===== config.mk =====
export PLATFORM = sky130hd
export DESIGN_NAME = circular_doubly_linked_list
export DESIGN_NICKNAME = d
export VERILOG_FILES = /design/src/rtl/core/cdll_pkg.sv /design/src/rtl/core/cdll_alloc.sv /design/src/rtl/core/cdll_ram.sv /design/src/rtl/core/circular_doubly_linked_list.sv
export VERILOG_INCLUDE_DIRS = /design/src /design/src/rtl/core
export SDC_FILE = /design/constraint.sdc
export NUM_CORES = 1
export LEC_CHECK = 0
export ABC_AREA = 1
export BUFFER_PORTS_ARGS = -buffer_cell sky130_fd_sc_hd__buf_2
export CAP_MARGIN = 40
export CORE_ASPECT_RATIO = 0.75
export CORE_MARGIN = 2
export CORE_UTILIZATION = 40
export DETAILED_ROUTE_END_ITERATION = 10
export SLEW_MARGIN = 20
export SYNTH_ARGS = -nofsm -noshare
export SYNTH_HDL_FRONTEND = slang
export SYNTH_SLANG_ARGS = --single-unit

===== constraint.sdc =====
create_clock -name clk -period 12.34 [get_ports clk]
set_input_delay 1.851 -clock clk [delete_from_list [all_inputs] [get_ports clk]]
set_output_delay 1.851 -clock clk [all_outputs]
set_load 0.01 [all_outputs]

===== src/rtl/core/assert_macros.svh =====
// ----------------------------------------------------------------------------
// assert_macros.svh
// Shared concurrent assertion macros. Clock clk, synchronous reset rst_n.
// ----------------------------------------------------------------------------
`ifndef ASSERT_MACROS_SVH
`define ASSERT_MACROS_SVH

// Condition must hold at every edge outside reset.
`define ASSERT_ALWAYS(lbl, cond) \
  lbl: assert property (@(posedge clk) disable iff (!rst_n) (cond)) \
    else $error("assertion failed");

// Antecedent implies consequent in the same cycle.
`define ASSERT_IMPLY(lbl, ante, cons) \
  lbl: assert property (@(posedge clk) disable iff (!rst_n) (ante) |-> (cons)) \
    else $error("assertion failed");

`endif


===== src/rtl/core/cdll_pkg.sv =====
// ----------------------------------------------------------------------------
// cdll_pkg
// Types and constants of the circular doubly linked list engine.
// ----------------------------------------------------------------------------
package cdll_pkg;

  localparam int CAPACITY = 16;
  localparam int SLOT_W   = $clog2(CAPACITY);
  localparam int CNT_W    = $clog2(CAPACITY + 1);
  localparam int DATA_W   = 32;
  localparam int LINK_W   = 2 * SLOT_W;

  typedef logic [SLOT_W-1:0] slot_t;

  typedef enum logic [1:0] {
    CMD_APPEND   = 2'd0,
    CMD_DELETE   = 2'd1,
    CMD_LIST_FWD = 2'd2,
    CMD_LIST_BWD = 2'd3
  } cmd_t;

  typedef enum logic [2:0] {
    ST_INSERTED = 3'd0,
    ST_FULL     = 3'd1,
    ST_DELETED  = 3'd2,
    ST_NOTFOUND = 3'd3,
    ST_EMPTY    = 3'd4,
    ST_ELEMENT  = 3'd5
  } stat_t;

  // One link memory word: successor and predecessor slot
  typedef struct packed {
    slot_t nxt;
    slot_t prv;
  } link_t;

  // Free slot search result
  typedef struct packed {
    logic  found;
    slot_t slot;
  } alloc_t;

endpackage


===== src/rtl/core/cdll_alloc.sv =====
// ----------------------------------------------------------------------------
// cdll_alloc
// Lowest free slot finder over the occupancy map.
// ----------------------------------------------------------------------------
module cdll_alloc
  import cdll_pkg::*;
(
  input  logic [CAPACITY-1:0] occ,
  output alloc_t              alloc
);

  always_comb begin
    alloc = '0;
    for (int i = CAPACITY - 1; i >= 0; i--) begin
      if (!occ[i]) begin
        alloc.found = 1'b1;
        alloc.slot  = SLOT_W'(i);
      end
    end
  end

endmodule


===== src/rtl/core/cdll_ram.sv =====
// ----------------------------------------------------------------------------
// cdll_ram
// Simple dual port RAM: one write port, one registered read port with enable.
// ----------------------------------------------------------------------------
module cdll_ram #(
  parameter int WIDTH = 32,
  parameter int DEPTH = 16
) (
  input  logic                     clk,
  input  logic                     we,
  input  logic [$clog2(DEPTH)-1:0] waddr,
  input  logic [WIDTH-1:0]         wdata,
  input  logic                     re,
  input  logic [$clog2(DEPTH)-1:0] raddr,
  output logic [WIDTH-1:0]         rdata
);

  logic [WIDTH-1:0] mem [DEPTH];

  always_ff @(posedge clk) begin
    if (we) begin
      mem[waddr] <= wdata;
    end
  end

  // Read data holds while re is low
  always_ff @(posedge clk) begin
    if (re) begin
      rdata <= mem[raddr];
    end
  end

endmodule


===== src/rtl/core/circular_doubly_linked_list.sv =====
// ----------------------------------------------------------------------------
// circular_doubly_linked_list
// List engine: values and links live in two RAMs, walked one entry a cycle;
//   a listing walks only while the output is not stalled. Append writes the
//   new slot, then relinks tail and head unless the list was empty; delete
//   walks from the head to the match, then relinks; a listing gives one result
//   per entry; an empty list or a full append answers with a status result.
// One item at a time; the walk is bound by the RAM read. Reset: synchronous,
//   active low; list empty, RAM contents left as they are.
`include "assert_macros.svh"

module circular_doubly_linked_list
  import cdll_pkg::*;
(
  input  logic                     clk,
  input  logic                     rst_n,
  // input items
  input  logic                     in_valid,
  output logic                     in_stall,
  input  logic [1:0]               in_cmd,
  input  logic signed [DATA_W-1:0] in_value,
  // result items
  output logic                     out_valid,
  input  logic                     out_stall,
  output logic [2:0]               out_status,
  output logic signed [DATA_W-1:0] out_item,
  output logic                     out_last
);

  typedef enum logic [3:0] {
    S_IDLE,
    S_INS_NEW,   // write new slot, read tail link
    S_INS_WT,    // tail.next = new
    S_INS_RH,    // read head link
    S_INS_WH,    // head.prev = new
    S_DEL_CMP,   // compare walked entry
    S_DEL_WP,    // prev.next = next
    S_DEL_RN,    // read next link
    S_DEL_WN,    // next.prev = prev
    S_LIST,      // emit walked entries
    S_RESP       // single status result
  } state_t;

  // control state
  state_t              state_r, state_nxt;
  logic [CAPACITY-1:0] occ_r, occ_nxt;
  slot_t               head_r, head_nxt;
  slot_t               tail_r, tail_nxt;   // mirrors prev of head
  logic [CNT_W-1:0]    count_r, count_nxt;
  logic                out_valid_r, out_valid_nxt;

  // working registers
  logic signed [DATA_W-1:0] val_r, val_nxt;
  logic                     bwd_r, bwd_nxt;
  slot_t                    slot_r, slot_nxt;  // new slot, or walk position
  slot_t                    idx_r, idx_nxt;    // entries visited so far
  slot_t                    p_r, p_nxt;
  slot_t                    nx_r, nx_nxt;
  stat_t                    stat_r, stat_nxt;

  // output payload
  stat_t                    out_status_r, out_status_nxt;
  logic signed [DATA_W-1:0] out_item_r, out_item_nxt;
  logic                     out_last_r, out_last_nxt;

  // RAM ports; value and link RAM share the read address
  logic                     rd_en;
  slot_t                    rd_addr;
  logic                     v_we;
  logic signed [DATA_W-1:0] v_rdata;
  logic                     l_we;
  slot_t                    l_waddr;
  link_t                    l_wdata;
  link_t                    l_rdata;

  alloc_t alloc;
  logic   out_free;
  logic   is_last;

  cdll_alloc u_alloc (
    .occ   (occ_r),
    .alloc (alloc)
  );

  cdll_ram #(
    .WIDTH (DATA_W),
    .DEPTH (CAPACITY)
  ) u_val_ram (
    .clk   (clk),
    .we    (v_we),
    .waddr (slot_r),
    .wdata (val_r),
    .re    (rd_en),
    .raddr (rd_addr),
    .rdata (v_rdata)
  );

  cdll_ram #(
    .WIDTH (LINK_W),
    .DEPTH (CAPACITY)
  ) u_link_ram (
    .clk   (clk),
    .we    (l_we),
    .waddr (l_waddr),
    .wdata (l_wdata),
    .re    (rd_en),
    .raddr (rd_addr),
    .rdata (l_rdata)
  );

  // the output register can take a result this cycle
  assign out_free = !out_valid_r || !out_stall;
  // entry under the walk is the final one of the list
  assign is_last  = (CNT_W'(idx_r) + CNT_W'(1)) == count_r;

  always_comb begin
    state_nxt      = state_r;
    occ_nxt        = occ_r;
    head_nxt       = head_r;
    tail_nxt       = tail_r;
    count_nxt      = count_r;
    val_nxt        = val_r;
    bwd_nxt        = bwd_r;
    slot_nxt       = slot_r;
    idx_nxt        = idx_r;
    p_nxt          = p_r;
    nx_nxt         = nx_r;
    stat_nxt       = stat_r;
    out_valid_nxt  = out_valid_r && out_stall;
    out_status_nxt = out_status_r;
    out_item_nxt   = out_item_r;
    out_last_nxt   = out_last_r;
    rd_en          = 1'b0;
    rd_addr        = slot_r;
    v_we           = 1'b0;
    l_we           = 1'b0;
    l_waddr        = slot_r;
    l_wdata        = '0;

    unique case (state_r)
      S_IDLE: begin
        if (in_valid) begin
          val_nxt = in_value;
          bwd_nxt = (cmd_t'(in_cmd) == CMD_LIST_BWD);
          idx_nxt = '0;
          case (cmd_t'(in_cmd)) inside
            CMD_APPEND: begin
              if (count_r == CNT_W'(CAPACITY) || !alloc.found) begin
                stat_nxt  = ST_FULL;
                state_nxt = S_RESP;
              end else begin
                slot_nxt  = alloc.slot;
                state_nxt = S_INS_NEW;
              end
            end
            CMD_DELETE: begin
              if (count_r == '0) begin
                stat_nxt  = ST_NOTFOUND;
                state_nxt = S_RESP;
              end else begin
                rd_en     = 1'b1;
                rd_addr   = head_r;
                slot_nxt  = head_r;
                state_nxt = S_DEL_CMP;
              end
            end
            CMD_LIST_FWD, CMD_LIST_BWD: begin
              if (count_r == '0) begin
                stat_nxt  = ST_EMPTY;
                state_nxt = S_RESP;
              end else begin
                rd_en     = 1'b1;
                rd_addr   = (cmd_t'(in_cmd) == CMD_LIST_BWD) ? tail_r : head_r;
                state_nxt = S_LIST;
              end
            end
            default: begin
              state_nxt = S_IDLE;
            end
          endcase
        end
      end

      S_INS_NEW: begin
        v_we    = 1'b1;
        l_we    = 1'b1;
        l_waddr = slot_r;
        if (count_r == '0) begin
          // first entry links to itself
          l_wdata.nxt  = slot_r;
          l_wdata.prv  = slot_r;
          head_nxt     = slot_r;
          tail_nxt     = slot_r;
          occ_nxt[slot_r] = 1'b1;
          count_nxt    = count_r + CNT_W'(1);
          stat_nxt     = ST_INSERTED;
          state_nxt    = S_RESP;
        end else begin
          l_wdata.nxt = head_r;
          l_wdata.prv = tail_r;
          rd_en       = 1'b1;
          rd_addr     = tail_r;
          state_nxt   = S_INS_WT;
        end
      end

      S_INS_WT: begin
        l_we        = 1'b1;
        l_waddr     = tail_r;
        l_wdata.nxt = slot_r;
        l_wdata.prv = l_rdata.prv;
        state_nxt   = S_INS_RH;
      end

      S_INS_RH: begin
        // read after the tail write; head may be the same slot
        rd_en     = 1'b1;
        rd_addr   = head_r;
        state_nxt = S_INS_WH;
      end

      S_INS_WH: begin
        l_we        = 1'b1;
        l_waddr     = head_r;
        l_wdata.nxt = l_rdata.nxt;
        l_wdata.prv = slot_r;
        tail_nxt    = slot_r;
        occ_nxt[slot_r] = 1'b1;
        count_nxt   = count_r + CNT_W'(1);
        stat_nxt    = ST_INSERTED;
        state_nxt   = S_RESP;
      end

      S_DEL_CMP: begin
        if (v_rdata == val_r) begin
          if (count_r == CNT_W'(1)) begin
            head_nxt        = '0;
            occ_nxt[slot_r] = 1'b0;
            count_nxt       = count_r - CNT_W'(1);
            stat_nxt        = ST_DELETED;
            state_nxt       = S_RESP;
          end else begin
            p_nxt     = l_rdata.prv;
            nx_nxt    = l_rdata.nxt;
            rd_en     = 1'b1;
            rd_addr   = l_rdata.prv;
            state_nxt = S_DEL_WP;
          end
        end else if (is_last) begin
          stat_nxt  = ST_NOTFOUND;
          state_nxt = S_RESP;
        end else begin
          rd_en    = 1'b1;
          rd_addr  = l_rdata.nxt;
          slot_nxt = l_rdata.nxt;
          idx_nxt  = idx_r + SLOT_W'(1);
        end
      end

      S_DEL_WP: begin
        l_we        = 1'b1;
        l_waddr     = p_r;
        l_wdata.nxt = nx_r;
        l_wdata.prv = l_rdata.prv;
        state_nxt   = S_DEL_RN;
      end

      S_DEL_RN: begin
        // two-entry list: prev and next are one slot, read sees the new word
        rd_en     = 1'b1;
        rd_addr   = nx_r;
        state_nxt = S_DEL_WN;
      end

      S_DEL_WN: begin
        l_we        = 1'b1;
        l_waddr     = nx_r;
        l_wdata.nxt = l_rdata.nxt;
        l_wdata.prv = p_r;
        if (slot_r == head_r) begin
          head_nxt = nx_r;
        end
        if (slot_r == tail_r) begin
          tail_nxt = p_r;
        end
        occ_nxt[slot_r] = 1'b0;
        count_nxt       = count_r - CNT_W'(1);
        stat_nxt        = ST_DELETED;
        state_nxt       = S_RESP;
      end

      S_LIST: begin
        // RAM read data holds while the output is stalled
        if (out_free) begin
          out_valid_nxt  = 1'b1;
          out_status_nxt = ST_ELEMENT;
          out_item_nxt   = v_rdata;
          out_last_nxt   = is_last;
          if (is_last) begin
            state_nxt = S_IDLE;
          end else begin
            rd_en   = 1'b1;
            rd_addr = bwd_r ? l_rdata.prv : l_rdata.nxt;
            idx_nxt = idx_r + SLOT_W'(1);
          end
        end
      end

      S_RESP: begin
        if (out_free) begin
          out_valid_nxt  = 1'b1;
          out_status_nxt = stat_r;
          out_item_nxt   = val_r;
          out_last_nxt   = 1'b1;
          state_nxt      = S_IDLE;
        end
      end

      default: begin
        state_nxt = S_IDLE;
      end
    endcase
  end

  always_ff @(posedge clk) begin
    if (!rst_n) begin
      state_r     <= S_IDLE;
      occ_r       <= '0;
      head_r      <= '0;
      tail_r      <= '0;
      count_r     <= '0;
      out_valid_r <= 1'b0;
    end else begin
      state_r      <= state_nxt;
      occ_r        <= occ_nxt;
      head_r       <= head_nxt;
      tail_r       <= tail_nxt;
      count_r      <= count_nxt;
      out_valid_r  <= out_valid_nxt;
      val_r        <= val_nxt;
      bwd_r        <= bwd_nxt;
      slot_r       <= slot_nxt;
      idx_r        <= idx_nxt;
      p_r          <= p_nxt;
      nx_r         <= nx_nxt;
      stat_r       <= stat_nxt;
      out_status_r <= out_status_nxt;
      out_item_r   <= out_item_nxt;
      out_last_r   <= out_last_nxt;
    end
  end

  assign in_stall   = (state_r != S_IDLE);
  assign out_valid  = out_valid_r;
  assign out_status = out_status_r;
  assign out_item   = out_item_r;
  assign out_last   = out_last_r;

  // occupancy map and entry count agree
  `ASSERT_ALWAYS(a_count_occ, $countones(occ_r) == count_r)
  // an emptied list parks the head at slot zero
  `ASSERT_IMPLY(a_empty_head, count_r == '0, head_r == '0)
  // a non-empty list has its head in an occupied slot
  `ASSERT_IMPLY(a_head_occ, count_r != '0, occ_r[head_r])
  // listings never touch the RAMs' write ports
  `ASSERT_IMPLY(a_list_ro, state_r == S_LIST, !v_we && !l_we)

endmodule

==> results_dict.tcl, run 1 <==
set metrics [dict create \
    criticalPathCategory "flop to flop" \
    drv_slew 0 \
    nets 3632 \
    rrSetupSlack_ns 7.04 \
    die_h_um 264 \
    rsz0062_at_grt "no" \
    insertion_delay_ns 0.64 \
    dieArea_mm2 0.0927 \
    postRouteAntennaNets 0 \
    hold_class "flop to flop" \
    yosysMostFrequentCell "nand2_1" \
    synth_area_leaders "edfxtp_1 64%, nand3_1 11%, nand2_1 8.2%, inv_1 5.6%, dfxtp_1 1.9%" \
    syn_avg_cell_area_um2 10.2 \
    dpl.hpwl_um 53800 \
    status "finished clean" \
    wl_um 99200 \
    grt_pass1_vias 23455 \
    path_clk_slew_ns 0.06 \
    vias 25379 \
    nFillCells 8306 \
    synthArstFlopShare_pct 0 \
    synth-seq-cells 802 \
    syn_to_final_growth_pct 13.2 \
    cp.required_ns 12.74 \
    synthTopCellsByCount "785 x nand2_1, 768 x edfxtp_1, 760 x nand3_1, 536 x inv_1, 106 x nor2_1" \
    drt_pre_antenna_iters 6 \
    timing.rr.start "val_r[27]$_DFFE_PP_" \
    drt-vias-per-instance 5.21 \
    drt_iter0_drc 2869 \
    clk_path_buf_depth 3 \
    ys_warn_count 0 \
    synth_cells 3538 \
    synth_fp_nets 3580 \
    min_period_ns 5.30 \
    maxCapViolCount 0 \
    die-width_um 351 \
    cp-startpoint "val_r[27]$_DFFE_PP_" \
    setup_viol_count_final 0 \
    crit_path_max_incr_delay_ns 0.73 \
    coreArea_mm2 0.0895 \
    drive_gt1_share_pct 8.97 \
    worst_setup_path_end_kind "flop" \
    start_util_pct 40.3 \
    crit_end "u_val_ram.rdata[22]$_DFFE_PP_" \
    path_common_cell "nand2_1" \
    grt_overflow 0 \
    fmax_mhz 189 \
    netlist.area_leader.share_pct 63.9 \
    crit_path_start_kind "flop" \
    antenna_found_initial 0 \
    ys_types 45 \
    ios 76 \
    grt_max_degree 161 \
    synth_top_area_cell "edfxtp_1" \
    crit_path_max_fanout 94 \
    reg2reg_to "u_val_ram.rdata[22]$_DFFE_PP_" \
    relSlewSlack_pct 35.0 \
    cts.htree.levels 3 \
    place.gp.congestion 0.911 \
    portBuffers 75 \
    synth_edf_count 768 \
    rows 95 \
    ys_seq_area_share_pct 65.7 \
    wl_per_cell_um 20.4 \
    crit_chain "inv_1 -> nand2_1 -> nand2_1 -> nor2_1 -> nand2_1 -> nor2_1 -> nand2_1 -> nor2_1 -> nor2_2 -> nand2_1 -> nand4_4 -> buf_4 -> nand2_8 -> buf_16 -> buf_4 -> buf_12 -> nand2_1 -> nand3_1 -> nand3_1 -> nand3_1 -> nand2_1" \
    cts_buffers 83 \
    cp.arrival_ns 5.70 \
    antennaDiodeCount 0 \
    cts-root-buf "clkbuf_16" \
    setup-tns-final_ns 0 \
    cts_tree "yes" \
    reg2reg_depth 21 \
    netlist_area_mm2 0.0361 \
    grt_use_total_pct 21.2 \
    clock_sinks 802 \
    post_cts_buffers 0 \
    finalHoldViolCount 0 \
    clock-skew-final_ns 0.0273 \
    grt_pass1_wl_um 149000 \
    ys.flop_type "edfxtp_1" \
    drcViolationCount 0 \
    min_period_over_period_pct 43.0 \
    critPathSlowestCell "edfxtp_1" \
    cts_resized 0 \
    cts_hold_buffers 0 \
    tightest_slew_ns 0.975 \
]
[critical path, delay by kind of cell, from the launching register on]
family / cells / cell delay (ns)
simple gates: 16 / 2.46
flops: 1 / 0.73
buf+inv: 5 / 1.73
[per-layer routing]
layer,GRT usage (%),share of wire [%],up-vias
li1,-,-,12066
met4,5.29,2.0,0
met3,3.41,7.6,156
met5,0,0,-
met2,32.5,45,954
met1,31.4,45,12203
[flip-flops by register name (all words and copies together) (netlist names), 3 cells and up, named ones only]
name / flops
state_r: 4
u_val_ram.rdata: 32
stat_r: 3
out_item: 32
tail_r: 4
slot_r: 4
p_r: 4
u_link_ram.rdata: 8
u_link_ram.mem: 128
idx_r: 4
head_r: 4
val_r: 32
out_status: 3
nx_r: 4
u_val_ram.mem: 512
count_r: 5
[worst min path at each step]
stage	end	slack (ns)	cells after the start
after floorplan	flop	0.44	2
after global placement	flop	0.46	2
after detailed placement	flop	0.47	2
after CTS	flop	0.48	2
after global routing	flop	0.51	2
final	flop	0.48	2
[cells in the final DEF, fill, tap and decap left out, types with 6 or more instances in the layout]
cell and count:
a21oi_1 53, o211ai_1 7, nand4_1 6, nand3b_1 81, dfxtp_1 34, nor2_2 6, clkbuf_1 18, buf_2 75
inv_2 7, nor4_1 6, xor2_1 11, o22ai_1 10, nand3_1 760, a221oi_1 9, nor3_1 8, bufinv_16 11
edfxtp_1 768, inv_1 535, nor2_1 95, o21ai_1 6, clkinv_1 16, buf_16 8, nor4_2 6, clkbuf_16 84
o21ai_0 89, clkinv_2 16, nor2_4 12, nand2_1 784, xnor2_1 6, buf_4 67
[layout make-up]
class | instances | area, um^2 | area share, %
clock buffer | 102 | 2170 | 5.31
clock inverter | 51 | 566 | 1.38
inverter | 546 | 2050 | 5.01
multi-input combinational | 2000 | 9630 | 23.6
sequential | 802 | 23700 | 58.1
tap | 1212 | 1520 | 3.71
timing repair buffer | 157 | 1210 | 2.97
[kinds of logic after synthesis]
logic type	share of synthesized area, %
multiplexers	0.0277
flip-flops	65.7
buffers and inverters	8.14
AO/OA/AOI/OAI	3.27
adder cells (fa/ha/maj)	0.139
AND/OR/NAND/NOR	22.3
XOR/XNOR	0.412
[through the flow]
step | std cells | utilization [%] | area [um^2] | hold slack [ns] | setup WS (ns)
floorplan | 3538 | - | 36100 | 0.439 | 6.97
global placement | 4687 | 42.1 | 37700 | 0.458 | 6.28
detailed placement | 4711 | 42.5 | 38100 | 0.468 | 6.49
CTS | 4864 | 45.6 | 40800 | 0.479 | 6.99
global route | 4870 | 45.7 | 40900 | 0.506 | 6.63
finish | 4870 | 45.7 | 40900 | 0.477 | 7.04
Power of run 1 is left out: the tool's default activity adds up to more than one toggle a clock period on the data nets, which glitch-free logic cannot reach.
==> inputs of run 2 (changes only) <==
clock period = 4.31 ns   (was 12.34 ns; I/O delays follow)
==> results_dict.tcl, run 2 (synthesis results as in run 1) <==
set metrics [dict create \
    status "finished clean" \
    start_util_pct 40.3 \
    post_cts_buffers 0 \
    postRouteAntennaNets 0 \
    mostFrequentLayoutCells "784 x nand2_1, 768 x edfxtp_1, 760 x nand3_1, 535 x inv_1, 120 x buf_4" \
    clock_sinks 802 \
    min_period_ns 3.73 \
    dieArea_mm2 0.0927 \
    drt-vias-per-instance 5.26 \
    cts_resized 0 \
    fin_util_pct 46.2 \
    largest_register "u_val_ram.mem" \
    rows 95 \
    die-width_um 351 \
    clk_path_buf_depth 3 \
    grt_use_total_pct 21.9 \
    clock-skew-final_ns 0.0273 \
    drv_slew 0 \
    coreArea_mm2 0.0895 \
    finalHoldViolCount 0 \
    cts-root-buf "clkbuf_16" \
    die_h_um 264 \
    cp.arrival_ns 4.13 \
    grt_util_met2_pct 32.2 \
    syn_to_final_growth_pct 14.6 \
    gr-usage-met1_pct 32.8 \
    insertion_delay_ns 0.65 \
    wl_um 102000 \
    nets 3694 \
    cts_hold_buffers 0 \
    drt_iter0_drc 2703 \
    grt_use_met3_pct 4.20 \
    rsz0062_at_grt "no" \
    grt_pass1_vias 23809 \
    reg_top3 "u_val_ram.mem x512, u_link_ram.mem x128" \
    relSlewSlack_pct 36.4 \
    drt_pre_antenna_iters 5 \
    drive_gt1_share_pct 10.3 \
    ios 76 \
    portBuffers 75 \
    grt_pass1_wl_um 153000 \
    crit_path_start_kind "flop" \
    grt_max_degree 176 \
    worst_setup_path_end_kind "flop" \
    antenna_found_initial 3 \
    hold_class "primary input to flop" \
    wl_per_cell_um 20.7 \
    criticalPathCategory "flop to flop" \
    cts_buffers 82 \
    vias 25925 \
    setup_viol_count_final 0 \
    cp.required_ns 4.71 \
    largest_reg_flops 512 \
    dpl.hpwl_um 56300 \
    tightest_slew_ns 0.954 \
    whs_path_depth 1 \
    antennaDiodeCount 0 \
    cts.htree.levels 3 \
    layout_commonest_cell "nand2_1" \
    maxCapViolCount 0 \
    cts_tree "yes" \
    drcViolationCount 0 \
    place.gp.congestion 0.913 \
    fmax_mhz 268 \
    min_period_over_period_pct 86.5 \
    top_usage_layer "met1" \
    crit_path_max_fanout 89 \
    grt_overflow 0 \
    path_clk_slew_ns 0.06 \
    reg2reg_depth 18 \
]
## run 2: through the flow
stage / instance area, um^2 / std cells / hold WS (ns) / worst slack, ns / setup TNS (ns)
2_1_floorplan: 36100 / 3538 / 0.439 / -0.466 / -89.46
3_3_place_gp: 38700 / 4778 / 0.454 / 0.428 / 0
3_5_place_dp: 38700 / 4780 / 0.455 / 0.641 / 0
4_1_cts: 41400 / 4931 / 0.135 / 0.616 / 0
5_1_grt: 41400 / 4931 / 0.144 / 0.215 / 0
6_report: 41400 / 4931 / 0.170 / 0.581 / 0
## run 2: layout make-up
type / instances / area (um^2)
clock buffers: 101 / 2140
clock inverters: 50 / 508
fillers: 8247 / 48100
inverters: 546 / 2050
multi-input cells: 2000 / 9630
flip-flops and latches: 802 / 23700
well taps: 1212 / 1520
repair buffers: 220 / 1780
## run 2: path summary, 6_finish.rpt
path / start / end / slack (ns)
max: val_r[31]$_DFFE_PP_ / u_link_ram.rdata[0]$_DFFE_PP_ / 0.58
min: in_value[13] / val_r[13]$_DFFE_PP_ / 0.17
max reg2reg: val_r[31]$_DFFE_PP_ / u_link_ram.rdata[0]$_DFFE_PP_ / 0.58
min reg2reg: flop / flop / 0.46
## run 2: worst max-delay path, stage by stage, from the launching register on
cell	delay, ns
edfxtp_1	0.72
inv_1	0.09
nand2_1	0.07
nand2_1	0.05
nor2_1	0.12
nand2_1	0.16
nor2_1	0.13
nand2_1	0.06
nor2_1	0.17
buf_4	0.17
nand3_1	0.11
nand4_4	0.17
buf_12	0.41
buf_4	0.45
nand3_1	0.15
nand3_1	0.13
nand3_1	0.07
nand3_1	0.14
nand2_1	0.06
## run 2: layer usage
layer  up-vias  part of all wire (%)
li1      12185                     -
met5         -                 0.013
met3       174                   8.1
met2      1076                    44
met1     12488                    46
met4         2                   2.6
Power of run 2 is left out for the same reason.
